`src/rtl/lpe_pkg.sv`:
```
// Shared types, sizes and codes for the lifetime pool.
package lpe_pkg;

    localparam int POOL_DEPTH = 256;
    localparam int TIME_W     = 16;
    localparam int IDX_W      = (POOL_DEPTH > 1) ? $clog2(POOL_DEPTH) : 1;
    localparam int CNT_W      = $clog2(POOL_DEPTH + 1);

    typedef logic [TIME_W-1:0] t_time;
    typedef logic [IDX_W-1:0]  t_idx;
    typedef logic [CNT_W-1:0]  t_cnt;

    localparam logic CMD_TICK  = 1'b0;
    localparam logic CMD_SPAWN = 1'b1;

    typedef struct packed {
        logic        command;
        logic [15:0] tick_step;
        logic [15:0] spawn_life;
    } t_in;

    typedef struct packed {
        logic [8:0] live_count;
        logic [7:0] slot_written;
        logic       evicted;
        logic [8:0] removed_count;
    } t_out;

    typedef struct packed {
        t_time init_life;
        t_time rem_life;
    } t_entry;

    localparam int ENTRY_W = $bits(t_entry);

    typedef enum logic [0:0] {
        ALU_AGE,
        ALU_ELAPSED
    } t_alu_op;

    typedef struct packed {
        t_time diff;
        logic  flag;
    } t_alu_res;

    typedef enum logic [3:0] {
        ST_IDLE,
        ST_SPAWN,
        ST_SCAN,
        ST_SCAN_END,
        ST_EVICT,
        ST_TICK_RD,
        ST_TICK_CHK,
        ST_TICK_MOVE,
        ST_DONE
    } t_state;

endpackage

```
`src/rtl/lpe_alu.sv`:
```
// Shared subtract-and-compare unit: ageing of an entry and elapsed-time compare.
module lpe_alu (
    input  lpe_pkg::t_alu_op  i_op,
    input  lpe_pkg::t_time    i_a,
    input  lpe_pkg::t_time    i_b,
    input  lpe_pkg::t_time    i_ref,
    output lpe_pkg::t_alu_res o_res
);

    lpe_pkg::t_time diff;

    always_comb begin
        diff       = i_a - i_b;
        o_res.diff = diff;
        case (i_op)
            lpe_pkg::ALU_AGE:     o_res.flag = (i_a <= i_b);
            lpe_pkg::ALU_ELAPSED: o_res.flag = (diff > i_ref);
            default:              o_res.flag = 1'b0;
        endcase
    end

endmodule

```
`config.mk`:
```
export PLATFORM = sky130hd
export DESIGN_NAME = lpe_alu
export DESIGN_NICKNAME = d
export VERILOG_FILES = /design/src/rtl/lpe_pkg.sv /design/src/rtl/lpe_alu.sv
export SDC_FILE = /design/constraint.sdc
export NUM_CORES = 1
export LEC_CHECK = 0
export ABC_CLOCK_PERIOD_IN_PS = 6920
export BUFFER_PORTS_ARGS = -buffer_cell sky130_fd_sc_hd__buf_2
export CORE_AREA = 5 5 57 59
export DETAILED_ROUTE_END_ITERATION = 7
export DIE_AREA = 0 0 62 64
export GPL_ROUTABILITY_DRIVEN = 0
export PLACE_DENSITY = 0.92
export RECOVER_POWER = 50
export SLEW_MARGIN = 30
export SYNTH_ARGS = -nofsm -noshare
export SYNTH_HDL_FRONTEND = slang
export SYNTH_SLANG_ARGS = --single-unit
export TNS_END_PERCENT = 5
```
`constraint.sdc`:
```
create_clock -name vclk -period 6.92
set_input_delay 1.73 -clock vclk [all_inputs]
set_output_delay 1.73 -clock vclk [all_outputs]
set_load 0.01 [all_outputs]
```
======== Word level (Yosys, flattened, before mapping) ========
Index checks and enable logic that the tools add are counted.
W data, S select, Z words.
cells by class
  add/sub/neg operators ................... 1
  multiply operators ...................... 0
  divide/modulo/power cells ............... 0
  order comparisons ....................... 2
  equality and inequality tests ........... 0
  shifts and indexed selects .............. 0
  multiplexer cells ....................... 1
  bitwise gates (word level) .............. 1
  reduce and logical (&&, ||, !) cells .... 0
operators by type and width
  operator          count
  $gt A16 B16 Y1    1
  $le A16 B16 Y1    1
  $sub A16 B16 Y16  1
  $pmux W1 S2       1
  $not A1 Y1        1
word-level totals
  register bits after elaboration ......... 0
  bits in latches ......................... 0
  bits in writable memories ............... 0
  memory bits (read-only) ................. 0
  output and inout port bits .............. 17
  memories kept ........................... 0

======== Logic depth before layout (Yosys ltp) ========
  word-level depth ........................ 3
  gate-level depth with buffers ........... 17
  mapped depth without buffers ............ 17

======== Worst setup path before layout ========
No wires, ideal clock.
  path type ............................... input-to-output
  from .................................... in i_a[0]
  to ...................................... out o_res[0] in the netlist's numbering
  arrival ................................. 4753 ps
  data required time ...................... 5190 ps
  path slack .............................. 437 ps
  cell stages on the path ................. 16
  buffers on the path ..................... 0
  path through ............................ inv_1 ha_1 inv_1 fa_1 a21o_1 a21oi_2 o211ai_2 a31oi_4 o21ai_2 xor2_1 ha_1 nand4_1 or4_1 o21ai_1 o221ai_1 o211ai_1
RTL lines
  item                line          RTL
  start: declaration  lpe_alu.sv:4  input lpe_pkg::t_time i_a,
  end: declaration    lpe_alu.sv:7  output lpe_pkg::t_alu_res o_res

==> impl_metrics.json <==
{
  "status": "complete, no violations",
  "syn-num-nets": 254,
  "track_usage_pct": 15.5,
  "synthCells": 172,
  "hold_viol": 0,
  "post-route-period-util_pct": 97.1,
  "crit_start": "i_a[0]",
  "slew-limit-headroom_pct": 79.3,
  "synth.most_common_cell": "inv_1",
  "synth_seq_area_share_pct": 0,
  "layout-drive-gt1-share_pct": 29.1,
  "synth.distinct_cells": 32,
  "worstHoldStart": "i_b[0]",
  "nClkBuffers": 0,
  "synth_area_mm2": 0.00123,
  "wl_mm": 3.39,
  "final_cells": 268,
  "overflow": 0,
  "leakage_uw": 0.000923,
  "synth_top_family_by_area": "adder cells",
  "grt_antenna_before_repair": 0,
  "yosys-top-cells-count": "inv_1 (36), ha_1 (32), a21oi_1 (19)",
  "dr.first_iter.drc_count": 33,
  "ant_nets": 0,
  "diodes": 0,
  "synthSimpleGateAreaFrac_pct": 13.7,
  "setup_viol_count_final": 0,
  "synth_fa_ha_area_share_pct": 34.3,
  "finalMaxSlewViolations": 0,
  "grt_max_degree": 9,
  "synth-xor-area-share_pct": 10.0,
  "die_w_um": 62,
  "syn_area_per_cell_um2": 7.13,
  "hold_buffers": 0,
  "drc": 0,
  "wl_per_cell_um": 12.7,
  "critPathRequiredTime_ns": 5.19,
  "clock.fmax_mhz": 149,
  "core_mm2": 0.00266,
  "crit_type": "input pin to output pin",
  "dieArea_mm2": 0.00397,
  "drt-pass1-iter-count": 4,
  "ios": 66,
  "vias": 1434,
  "ys_warn_count": 0,
  "dp.cells": 266,
  "start_kind": "input pin",
  "seq_cell_count": 0,
  "crit_arrival_ns": 4.99,
  "synth_compound_area_share_pct": 29.5,
  "start_util_pct": 46.1,
  "regArea_um2": 0,
  "area_growth_pct": 30.9,
  "yosysTopAreaCellShare_pct": 32.7,
  "power.density_mw_per_mm2": 115,
  "synthMuxAreaShare_pct": 0,
  "cp-end-kind": "output pin",
  "worst-path-max-fanout": 4,
  "multi_input_area_mm2": 0.00109,
  "std_cell_rows": 19,
  "grt_pass1_vias": 1326,
  "post-route-min-period_ns": 6.72,
  "nNetsFinal": 321,
  "synth.area.top_cells": "ha_1 (33%), inv_1 (11%), a21oi_1 (7.8%), xnor2_1 (5.7%), xor2_1 (4.3%)",
  "synth.largest_area_cell": "ha_1",
  "peakVddDrop_mv": 0.0667,
  "grt_pass1_wl_mm": 5.15,
  "die_h_um": 64,
  "worst_pin_slew_ns": 0.309,
  "nFillCells": 267,
  "hp-class": "input pin to output pin",
  "maxCapViolations": 0,
  "p_total_uw": 184,
  "portBuffers": 66,
  "vias_per_cell": 5.35,
  "place_hpwl_mm": 2.96
}
## layout make-up
class | instances | area share, %
Multi-Input combinational cell | 133 | 68.2
Tap cell | 31 | 2.42
Timing Repair Buffer | 68 | 21.0
Inverter | 36 | 8.42
## critical path, cell delays in order
cell and delay, ns:
buf_2 0.09, inv_1 0.04, ha_1 0.15, inv_1 0.05, fa_2 0.34, a21o_1 0.19, a21oi_4 0.19, o211ai_4 0.12
a31oi_4 0.25, o21ai_2 0.10, xor2_1 0.17, ha_1 0.32, nand4_1 0.12, or4_4 0.56, o21ai_1 0.14, o221ai_1 0.14
o211ai_1 0.12, buf_2 0.17
## power by group
| group | total [uW] | switching (uW) | internal (uW) |
|---|---|---|---|
| logic | 184 | 103 | 81.2 |
| registers | 0 | 0 | 0 |
| clock network | 0 | 0 | 0 |
## through the flow
step | setup slack (ns) | utilization, % | setup TNS, ns | cell area (um^2) | hold WS [ns]
after floorplan | 0.437 | - | 0 | 1230 | 3.64
after global placement | 0.164 | 59.2 | 0 | 1580 | 3.88
after detailed placement | 0.0784 | 59.2 | 0 | 1580 | 3.88
after CTS | 0.0810 | 59.2 | 0 | 1580 | 3.88
after global routing | -0.0196 | 60.3 | -0.0196 | 1610 | 3.93
final | 0.200 | 60.3 | 0 | 1610 | 3.87
## cell families after synthesis
group / count (synthesis)
AO/OA/AOI/OAI: 52
XOR/XNOR: 14
adder cells (fa/ha/maj): 33
AND/OR/NAND/NOR: 34
buffers and inverters: 39
## metal layers
layer,vias to the layer above,global-route usage (%),wire (um)
met5,-,0,0
met4,0,2.12,53
met3,6,0.805,270
met2,53,27.7,1710
met1,642,20.2,1360
li1,733,-,-
## worst paths after layout
check / endpoint / slack [ns] / cells after the start
hold / removal: o_res[1] / 3.87 / 4
setup / recovery: o_res[0] / 0.20 / 18
## repair_timing
item / in CTS / in global routing
setup endpoints to repair: 0 / 1
endpoints found under the hold margin: 0 / 0
setup buffers: 0 / 2
resized for setup: 0 / 4
## placed cells by master (no fill, tap or decap), types with 3 or more instances in the layout
master | netlist | final
buf_2 | 0 | 59
a21oi_1 | 19 | 19
nand4_1 | 7 | 7
inv_1 | 36 | 36
xnor2_1 | 8 | 8
xor2_1 | 6 | 6
o211ai_1 | 5 | 5
a21o_1 | 5 | 5
clkbuf_1 | 2 | 7
ha_1 | 32 | 32
o21a_1 | 4 | 4
o21ai_0 | 3 | 3
nand2_1 | 13 | 13
nor2_1 | 5 | 5
Power figures use the tool's default switching activity.
